File: config.mk
export PLATFORM = sky130hd
export DESIGN_NAME = base64_stream_encoder
export DESIGN_NICKNAME = d
export VERILOG_FILES = /design/src/hdl/b64enc_pkg.sv /design/src/hdl/b64enc_front.sv /design/src/hdl/b64enc_queue.sv /design/src/hdl/b64enc_back.sv /design/src/hdl/base64_stream_encoder.sv
export VERILOG_INCLUDE_DIRS = /design/src /design/src/hdl
export SDC_FILE = /design/constraint.sdc
export NUM_CORES = 1
export LEC_CHECK = 0
export BUFFER_PORTS_ARGS = -buffer_cell sky130_fd_sc_hd__buf_2
export CAP_MARGIN = 20
export CORE_AREA = 2 2 94 96
export DETAILED_ROUTE_END_ITERATION = 10
export DIE_AREA = 0 0 96 98
export PLACE_DENSITY = 0.76
export SKIP_CTS_REPAIR_TIMING = 1
export SLEW_MARGIN = 40
export SYNTH_ARGS = -nofsm -noshare
export SYNTH_HDL_FRONTEND = slang
export SYNTH_HIERARCHICAL = 1
export SYNTH_SLANG_ARGS = --single-unit
File: constraint.sdc
create_clock -name clk -period 2.75 [get_ports clk]
set_input_delay 0.4125 -clock clk [delete_from_list [all_inputs] [get_ports clk]]
set_output_delay 0.4125 -clock clk [all_outputs]
set_load 0.02 [all_outputs]
File: src/hdl/base64_stream_encoder_assert.svh
// Assertion macros shared by the Base64 encoder modules.
`ifndef BASE64_STREAM_ENCODER_ASSERT_SVH
`define BASE64_STREAM_ENCODER_ASSERT_SVH

// Same-cycle implication, checked outside reset.
`define B64_ASSERT_IMPL(label, clk_sig, rstn_sig, ante, cons) \
    label: assert property (@(posedge clk_sig) disable iff (!rstn_sig) (ante) |-> (cons)) \
        else $error("%m: assertion failed");

// Next-cycle implication, checked outside reset.
`define B64_ASSERT_NEXT(label, clk_sig, rstn_sig, ante, cons) \
    label: assert property (@(posedge clk_sig) disable iff (!rstn_sig) (ante) |=> (cons)) \
        else $error("%m: assertion failed");

`endif

File: src/hdl/b64enc_pkg.sv
// Shared types, constants and the alphabet lookup for the Base64 encoder.
package b64enc_pkg;

    localparam int QUEUE_DEPTH = 2;
    localparam int QUEUE_AW    = (QUEUE_DEPTH > 1) ? $clog2(QUEUE_DEPTH) : 1;
    localparam int QUEUE_CW    = $clog2(QUEUE_DEPTH + 1);

    localparam logic [1:0] LAST_SLOT  = 2'd3;
    localparam logic [6:0] PAD_CHAR   = 7'h3D;
    localparam logic [6:0] CHAR_PLUS  = 7'h2B;
    localparam logic [6:0] CHAR_SLASH = 7'h2F;
    localparam logic [7:0] ZERO_PAD   = 8'h00;

    // One group of up to three bytes waiting to be serialised.
    typedef struct packed {
        logic [23:0] bits;        // first byte in bits 23..16
        logic [1:0]  real_bytes;  // bytes of real data, 1 to 3
        logic        last;        // group ends the message
    } group_t;

    // Map a six-bit value onto the standard alphabet.
    function automatic logic [6:0] sextet_char(input logic [5:0] v);
        logic [6:0] r;
        if (v < 6'd26)
            r = 7'd65 + {1'b0, v};
        else if (v < 6'd52)
            r = 7'd71 + {1'b0, v};
        else if (v < 6'd62)
            r = {1'b0, v} - 7'd4;
        else if (v == 6'd62)
            r = CHAR_PLUS;
        else
            r = CHAR_SLASH;
        return r;
    endfunction

endpackage

File: src/hdl/b64enc_front.sv
// Front end: gathers bytes into groups and hands finished groups to the queue.
module b64enc_front
(
    input  logic                   clk,
    input  logic                   rst_n,
    input  logic                   s_axis_tvalid,
    output logic                   s_axis_tready,
    input  logic [7:0]             s_axis_tdata,   // [7:0] data_byte
    input  logic                   s_axis_tlast,   // end_of_message
    input  logic                   q_full,
    output logic                   q_push,
    output b64enc_pkg::group_t     q_group
);

    logic [15:0] held_bytes_reg, held_bytes_next;
    logic [1:0]  held_count_reg, held_count_next;
    logic        accept;
    logic        close_group;

    assign s_axis_tready = !q_full;
    assign accept        = s_axis_tvalid && s_axis_tready;

    always_comb
    begin
        close_group     = s_axis_tlast || (held_count_reg == 2'd2);
        q_push          = accept && close_group;
        q_group.last    = s_axis_tlast;
        q_group.real_bytes = held_count_reg + 2'd1;
        case (held_count_reg)
            2'd0:    q_group.bits = {s_axis_tdata, b64enc_pkg::ZERO_PAD, b64enc_pkg::ZERO_PAD};
            2'd1:    q_group.bits = {held_bytes_reg[15:8], s_axis_tdata, b64enc_pkg::ZERO_PAD};
            default: q_group.bits = {held_bytes_reg, s_axis_tdata};
        endcase

        held_bytes_next = held_bytes_reg;
        held_count_next = held_count_reg;
        if (accept)
        begin
            if (close_group)
            begin
                held_bytes_next = 16'd0;
                held_count_next = 2'd0;
            end
            else
            begin
                if (held_count_reg == 2'd0)
                    held_bytes_next = {s_axis_tdata, 8'd0};
                else
                    held_bytes_next = {held_bytes_reg[15:8], s_axis_tdata};
                held_count_next = held_count_reg + 2'd1;
            end
        end
    end

    always_ff @(posedge clk or negedge rst_n)
    begin
        if (!rst_n)
        begin
            held_bytes_reg <= 16'd0;
            held_count_reg <= 2'd0;
        end
        else
        begin
            held_bytes_reg <= held_bytes_next;
            held_count_reg <= held_count_next;
        end
    end

endmodule

File: src/hdl/b64enc_queue.sv
// Short register queue of groups between the front and back ends.
`include "base64_stream_encoder_assert.svh"

module b64enc_queue
(
    input  logic                   clk,
    input  logic                   rst_n,
    input  logic                   push,
    input  b64enc_pkg::group_t     wr_group,
    output logic                   full,
    input  logic                   pop,
    output logic                   head_valid,
    output b64enc_pkg::group_t     head
);

    localparam logic [b64enc_pkg::QUEUE_AW-1:0] LAST_PTR =
        b64enc_pkg::QUEUE_AW'(b64enc_pkg::QUEUE_DEPTH - 1);
    localparam logic [b64enc_pkg::QUEUE_CW-1:0] DEPTH_CNT =
        b64enc_pkg::QUEUE_CW'(b64enc_pkg::QUEUE_DEPTH);

    b64enc_pkg::group_t                  entry_reg [b64enc_pkg::QUEUE_DEPTH];
    logic [b64enc_pkg::QUEUE_AW-1:0]     wr_ptr_reg, wr_ptr_next;
    logic [b64enc_pkg::QUEUE_AW-1:0]     rd_ptr_reg, rd_ptr_next;
    logic [b64enc_pkg::QUEUE_CW-1:0]     count_reg, count_next;
    logic                                do_push;
    logic                                do_pop;

    assign full       = (count_reg == DEPTH_CNT);
    assign head_valid = (count_reg != '0);
    assign head       = entry_reg[rd_ptr_reg];
    assign do_push    = push && !full;
    assign do_pop     = pop && head_valid;

    always_comb
    begin
        wr_ptr_next = wr_ptr_reg;
        rd_ptr_next = rd_ptr_reg;
        count_next  = count_reg;
        if (do_push)
            wr_ptr_next = (wr_ptr_reg == LAST_PTR) ? '0 : wr_ptr_reg + 1'b1;
        if (do_pop)
            rd_ptr_next = (rd_ptr_reg == LAST_PTR) ? '0 : rd_ptr_reg + 1'b1;
        if (do_push && !do_pop)
            count_next = count_reg + 1'b1;
        else if (do_pop && !do_push)
            count_next = count_reg - 1'b1;
    end

    always_ff @(posedge clk or negedge rst_n)
    begin
        if (!rst_n)
        begin
            wr_ptr_reg <= '0;
            rd_ptr_reg <= '0;
            count_reg  <= '0;
        end
        else
        begin
            wr_ptr_reg <= wr_ptr_next;
            rd_ptr_reg <= rd_ptr_next;
            count_reg  <= count_next;
        end
    end

    always_ff @(posedge clk)
    begin
        if (do_push)
            entry_reg[wr_ptr_reg] <= wr_group;
    end

    `B64_ASSERT_IMPL(a_no_overflow, clk, rst_n, push, !full)
    `B64_ASSERT_IMPL(a_count_bound, clk, rst_n, 1'b1, count_reg <= DEPTH_CNT)
    `B64_ASSERT_IMPL(a_no_underflow, clk, rst_n, pop, head_valid)

endmodule

File: src/hdl/b64enc_back.sv
// Back end: turns each queued group into four characters, one per cycle while m_axis is ready.
`include "base64_stream_encoder_assert.svh"

module b64enc_back
(
    input  logic                   clk,
    input  logic                   rst_n,
    input  logic                   head_valid,
    input  b64enc_pkg::group_t     head,
    output logic                   pop,
    output logic                   m_axis_tvalid,
    input  logic                   m_axis_tready,
    output logic [7:0]             m_axis_tdata,   // [6:0] code_char, [7] zero
    output logic                   m_axis_tlast    // final_char
);

    logic [1:0] slot_reg, slot_next;
    logic       out_valid_reg, out_valid_next;
    logic [6:0] out_char_reg;
    logic       out_last_reg;
    logic       load;
    logic [5:0] sextet;
    logic [6:0] slot_char;
    logic       slot_last;

    always_comb
    begin
        load = head_valid && (!out_valid_reg || m_axis_tready);
        case (slot_reg)
            2'd0:    sextet = head.bits[23:18];
            2'd1:    sextet = head.bits[17:12];
            2'd2:    sextet = head.bits[11:6];
            default: sextet = head.bits[5:0];
        endcase
        // Slots beyond the real data carry padding.
        slot_char = (slot_reg <= head.real_bytes) ? b64enc_pkg::sextet_char(sextet)
                                                  : b64enc_pkg::PAD_CHAR;
        slot_last = head.last && (slot_reg == b64enc_pkg::LAST_SLOT);
        pop       = load && (slot_reg == b64enc_pkg::LAST_SLOT);

        slot_next      = load ? slot_reg + 2'd1 : slot_reg;
        out_valid_next = load ? 1'b1 : (out_valid_reg && !m_axis_tready);
    end

    always_ff @(posedge clk or negedge rst_n)
    begin
        if (!rst_n)
        begin
            slot_reg      <= 2'd0;
            out_valid_reg <= 1'b0;
        end
        else
        begin
            slot_reg      <= slot_next;
            out_valid_reg <= out_valid_next;
        end
    end

    always_ff @(posedge clk)
    begin
        if (load)
        begin
            out_char_reg <= slot_char;
            out_last_reg <= slot_last;
        end
    end

    assign m_axis_tvalid = out_valid_reg;
    assign m_axis_tdata  = {1'b0, out_char_reg};
    assign m_axis_tlast  = out_last_reg;

    `B64_ASSERT_IMPL(a_last_on_slot3, clk, rst_n, load && slot_last, pop)
    `B64_ASSERT_NEXT(a_pop_restarts, clk, rst_n, pop, slot_reg == 2'd0)

endmodule

File: src/hdl/base64_stream_encoder.sv
// Top level of the streaming Base64 encoder: front end, group queue, back end.
//
//   channel      | direction | tdata                     | tlast          | tuser
//   -------------+-----------+---------------------------+----------------+------
//   s_axis       | in        | [7:0] data_byte           | end_of_message | none
//   m_axis       | out       | [6:0] code_char, [7] zero | final_char     | none
//
// Each group of three bytes, or a shorter one closed by tlast, becomes four characters;
// the back end sends one per cycle while m_axis_tready is high.
// The front end takes a byte each cycle while the two-entry group queue has room.
// A closed group is written into the queue; each character then passes the output register.
// rst_n clears the partial group, the queue and the output valid flag.
// An m_axis stall holds the output register; s_axis_tready drops while the queue is full.
module base64_stream_encoder
(
    input  logic        clk,
    input  logic        rst_n,
    input  logic        s_axis_tvalid,
    output logic        s_axis_tready,
    input  logic [7:0]  s_axis_tdata,   // [7:0] data_byte
    input  logic        s_axis_tlast,   // end_of_message
    output logic        m_axis_tvalid,
    input  logic        m_axis_tready,
    output logic [7:0]  m_axis_tdata,   // [6:0] code_char, [7] zero
    output logic        m_axis_tlast    // final_char
);

    logic                q_full;
    logic                q_push;
    b64enc_pkg::group_t  q_group;
    logic                q_pop;
    logic                q_head_valid;
    b64enc_pkg::group_t  q_head;

    // Gather bytes and classify: hold a partial group or release one closed by a third byte or tlast.
    b64enc_front u_front
    (
        .clk           (clk),
        .rst_n         (rst_n),
        .s_axis_tvalid (s_axis_tvalid),
        .s_axis_tready (s_axis_tready),
        .s_axis_tdata  (s_axis_tdata),
        .s_axis_tlast  (s_axis_tlast),
        .q_full        (q_full),
        .q_push        (q_push),
        .q_group       (q_group)
    );

    // Decouple the two sides so either may stall on its own.
    b64enc_queue u_queue
    (
        .clk        (clk),
        .rst_n      (rst_n),
        .push       (q_push),
        .wr_group   (q_group),
        .full       (q_full),
        .pop        (q_pop),
        .head_valid (q_head_valid),
        .head       (q_head)
    );

    // Serialise each group into characters through the output register.
    b64enc_back u_back
    (
        .clk           (clk),
        .rst_n         (rst_n),
        .head_valid    (q_head_valid),
        .head          (q_head),
        .pop           (q_pop),
        .m_axis_tvalid (m_axis_tvalid),
        .m_axis_tready (m_axis_tready),
        .m_axis_tdata  (m_axis_tdata),
        .m_axis_tlast  (m_axis_tlast)
    );

endmodule
-- Word level (Yosys, flattened, before mapping)
Memory sizes are Yosys's and may differ from the RTL's.
Cells that the tools add are included.
- add/sub/neg operators: 9
- $lt $le $gt $ge: 4
- equal/unequal tests: 7
- muxes and demuxes: 16
- reductions and logical operators: 23
- operators by type and width (cell ; number):
    24-bit one-hot mux with 2 select lines ; 1
    16-bit 2-to-1 mux ; 2
    7-bit 2-to-1 mux ; 3
    6-bit one-hot mux with 3 select lines ; 1
    7-bit by 6-bit adder with 7-bit output, first input constant ; 2
    6-bit less-than comparator, second input constant ; 2
    1-bit logical AND ; 10
    2-bit == test, second input constant ; 4
    6-bit by 3-bit subtractor with 7-bit output, second input constant ; 1
    2-bit by 1-bit adder with 2-bit output, second input constant ; 3
    6-bit == test, second input constant ; 1
    6-bit by 5-bit less-than comparator with 1-bit output, second input constant ; 1
    2-bit 2-to-1 mux ; 3
    2-bit nonzero test ; 3
    1-bit zero test ; 5
    1-bit 2-to-1 mux ; 5
    2-bit by 1-bit == test with 1-bit output, second input constant ; 2
    2-bit zero test ; 2
    3-bit 2-to-1 mux ; 1
    1-bit adder, second input constant ; 2
    2-bit less-or-equal comparator ; 1
    1-bit logical OR ; 2
    2-bit AND reduction ; 1
    2-bit by 1-bit subtractor with 2-bit output, second input constant ; 1
- register bits after elaboration: 33
- bits in writable memories: 54
- input port bits: 13
- output and inout bits: 11
- word-level logic and storage cells: 70
- memories: 1
- memory list (name ; words ; width ; read ports ; clocked after Yosys merged registers in ; write ports ; line ; source):
    u_queue.entry_reg ; 2 ; 27 ; 1 ; 0 ; 1 ; b64enc_queue.sv:21 ; b64enc_pkg::group_t entry_reg [b64enc_pkg::QUEUE_DEPTH];

-- Logic depth before layout (Yosys ltp)
- depth in word-level cells: 9
- gate-level depth with buffers: 12
- depth with buffers taken out: 10

-- Modules after synthesis
The synthesis kept the hierarchy.
- modules (own cells, without submodules) (module ; instances ; cells an instance ; area an instance (µm²) ; sequential area each (µm²)):
    b64enc_queue ; 1 ; 103 ; 2248.4 ; 1721.7
    b64enc_front ; 1 ; 144 ; 1187.4 ; 450.4
    b64enc_back ; 1 ; 119 ; 1053.5 ; 315.3

-- Worst setup path after synthesis
No wires, ideal clock.
- kind: flip-flop to flip-flop
- from: register u_queue/count_reg[0] in the netlist's numbering
- to: memory u_queue/entry_reg[0][0] in the netlist's numbering (enable)
- library setup time: 0.411 ns
- data arrival time: 2.316 ns
- required time: 2.339 ns
- path slack: 0.023 ns
- stages on the path, launching flop included: 8
- path buffers: 1
- clock period less this slack: 2.727 ns
- cells stage by stage: dfrtp_1 -> nand2b_1 -> inv_1 -> nor2b_2 -> buf_4 -> and2_1 -> nand2_1 -> nor2_1
- cells in the longest elaborated chain, start to end: 7
- ends and longest elaborated chain (item ; line ; source):
    from (decl) ; b64enc_queue.sv:24 ; logic [b64enc_pkg::QUEUE_CW-1:0] count_reg, count_next;
    from (signal assigned) ; b64enc_queue.sv:61 ; count_reg <= count_next;
    2-bit == test ; b64enc_queue.sv:28 ; assign full = (count_reg == DEPTH_CNT);
    via q_full ; base64_stream_encoder.sv:28 ; logic q_full;
    1-bit zero test ; b64enc_front.sv:20 ; assign s_axis_tready = !q_full;
    1-bit logical AND ; b64enc_front.sv:21 ; assign accept = s_axis_tvalid && s_axis_tready;
    1-bit logical AND ; b64enc_front.sv:26 ; q_push = accept && close_group;
    via q_push ; base64_stream_encoder.sv:29 ; logic q_push;
    1-bit logical AND ; b64enc_queue.sv:31 ; assign do_push = push && !full;
    1-bit 2-to-1 mux ; b64enc_queue.sv:67 ; if (do_push)
    1-bit 2-to-1 mux (not written as such) ; b64enc_queue.sv:68 ; entry_reg[wr_ptr_reg] <= wr_group;
    to (decl) ; b64enc_queue.sv:21 ;
The timed path passes the listed nets, and every way through them passes these cells.

==> summary.txt <==
Worst setup path
  • WP data arrival: approximately 2900 ps
  • Worst stage delay on the critical path: between 400 and 500 ps
  • Worst-path fanout max: 11
  • Crit-path leading delay family: compound AO/OA/AOI/OAI gates
  • Critical Path End Type: flop
  • Worst-path cell chain: buf_12 -> mux2_2 -> a222oi_1 -> mux2_4 -> inv_1 -> ha_1 -> a21o_1 -> a31oi_4 -> o21ai_0 -> o22ai_1
  • Slowest cell on the critical path: dfrtp_2
  • Type of origin of the critical path: flop
  • Crit path kind: reg2reg
  • CP bufs+invs: 2
  • WP data required: between 2000 and 3000 ps

Layout
  • ANT cells: 0
  • Area delta synth->final: 13.2%
  • Final core occ: between 60 and 70%
  • Layout cells sized above 1: 27.0%
  • Largest register FFs: 54
  • Most common cell after layout, fill and taps aside: edfxtp_1
  • Nets@finish: 430
  • Most frequent cells in the layout: edfxtp_1, nand2_1, a21oi_1
  • Final Cell Area: about 0.0051 mm2
  • Non-filler cells, final: just over 500

Detailed routing
  • DR vias/cell: ~5.8
  • Routed vias: ~3000
  • DRT Pass-1 Iters: 6
  • Final ANT Viol Nets: 0
  • DRC Markers: 0
  • Post-DR wirelength/cell: between 15 and 20 um
  • Wirelength, routed: around 9000 um
  • DRT iter0 DRCs: approximately 280

Global route
  • Largest net degree at the start of global routing: 28
  • First-pass GRT wire length: around 15000 um
  • Initial antenna violation count: 0
  • Grt total ovfl: 0
  • Total Routing Usage GR: about a fifth
  • Vias in the first global route: approximately 3000

STA
  • Setup TNS: 0 ps
  • Minimum clock period: approximately 2700 ps
  • Final worst slack: around 15 ps
  • Worst Max-Slew Pin Slew: 667 ps
  • FMAX: about 0.37 GHz
  • Post-route clock period utilization: between 90% and 100%
  • Min Hold Slack: slightly below 40 ps
  • Fin. max-slew vios: 0
  • Setup Skew: 9.91 ps
  • Slew margin rel.: 55.5%
  • Fin. Hold Viols: 0
  • Final setup fails: 0

Pwr
  • LEAKAGE: 2.06 nW
  • Peak VDD IR: 0.558 mV
  • Sequential share of power: 30.4%
  • Clock Power Share: ~15%
  • Power Density: 1390 mW/mm2
  • Sw Share: 40.0%
  • Pwr Total: around 7.1 mW
  • Switching pwr: 2.83 mW
  • Combinational power share: 54.5%
  • P_int: 4.24 mW

Floorplan
  • Rows: 34
  • Core area: ~0.0085 mm2
  • Die area: about 0.0094 mm2
  • Die Ht: between 90 and 100 um
  • Die span in x: roughly 96 um
  • Initial Util: a little over half
  • IO Pins: 24

Clocking
  • CTS buffer count: 9
  • CTS root buffer: clkbuf_8
  • CTS Sinks: 87
  • Worst-skew pair later-pin latency: 360 ps
  • # H-tree levels: 3
  • Worst-path clk slew: about 90 ps
  • Clock buffer depth: 2
  • CTS tree: built

Placed design
  • Hpwl dp: 6210 um
  • Placed Cells: 491
  • Routability congestion estimate: between 1 and 1.5
  • Port buffer count: 22
  • Post-placement cell area: roughly 0.0047 mm2
  • Pre-CTS WS: roughly 73 ps

Synthesis
  • Syn_area_per_cell: roughly 12 um2
  • Cells after Synth: between 300 and 400
  • Sequential share of the synthesized area: 55.4%
  • Netlist Area Pre-Place: approximately 0.0045 mm2
  • Post-synthesis async set-or-reset flop share: approximately 29%
  • Unique cell type count in the Yosys netlist: between 50 and 60
  • Register bit total from synthesis: 87
  • Syn Nets: roughly 400
  • Synthesis Warnings: 6
  • Most used DFF post-synth: edfxtp_1
  • Post-synth EDFFs: slightly above 60

Run
  • Maxcap violations: 0

Min path
  • Min-delay worst type: in2async

Status
  • Status: complete, no violations
-- cells in the mapped netlist (all sizes together) (2+ instances only) --
cell,instances,area (um2)
nand3,13,65.1
buf,20,153
or2,2,12.5
a22o,10,87.6
ha,14,175
o211ai,2,25.0
xor2,2,17.5
a22oi,4,35.0
nor3,3,20.0
inv,21,78.8
dfrtp,25,626
a21oi,28,140
nand2b,4,25.0
nor2b,6,40.0
mux2,30,413
and3,2,12.5
and2b,2,15.0
mux2i,3,33.8
o21ai,21,105
a31oi,8,50.1
xnor2,5,43.8
edfxtp,62,1860
a222oi,4,40.0
and2,10,62.6
a32o,3,30.0
o21a,2,15.0
o311ai,3,26.3
nor2,8,37.5
nand2,36,140
-- cell families after synthesis --
group,Yosys count,share of synthesized area [%]
compound gates,93,14.0
simple gates,89,10.1
fa+ha+maj,14,3.90
buf+inv,42,5.24
flops,87,55.4
mux,33,9.95
other cells,1,0.0835
xor+xnor,7,1.37
-- final timing paths --
kind	from	cells after the start	endpoint	slack [ps]
worst max-delay path	u_queue/rd_ptr_reg	10	u_back/out_char_reg[1]	20
worst min-delay path	rst_n	1	u_front/held_bytes_reg[15]	40
worst max register to register	u_queue/rd_ptr_reg	10	u_back/out_char_reg[1]	20
worst min register to register	u_front/held_bytes_reg[0]	2	u_front/held_bytes_reg[0]	500
max in group asynchronous	rst_n	1	u_queue/rd_ptr_reg	2290
min in group clk	s_axis_tlast	1	u_queue/entry_reg[0][0]	290
-- final cells by class --
type / instances / area, um2
flip-flops and latches: 87 / 2490
fillers: 665 / 3380
inverters: 21 / 82.6
multi-input cells: 237 / 1800
clock inverters: 7 / 120
clock buffers: 9 / 124
well taps: 108 / 135
repair buffers: 47 / 335
-- layer usage --
metal	vias to the layer above	GRT usage [%]	part of all wire, %
met5	-	0	0
met4	0	8.24	2.1
met3	20	2.85	4.2
met2	94	33.2	51
met1	1449	26.8	42
li1	1423	-	-
-- power by group through the flow --
stage | sequential [mW] | combinational (mW) | clock, mW
6_report | 2.15 | 3.85 | 1.07
5_1_grt | 2.19 | 4.22 | 1.13
2_1_floorplan | 2.21 | 2.59 | 0
3_3_place_gp | 2.15 | 3.29 | 0
4_1_cts | 2.14 | 3.45 | 1.08
3_5_place_dp | 2.17 | 3.43 | 0
No activity file was read; power rests on OpenSTA's default activity.
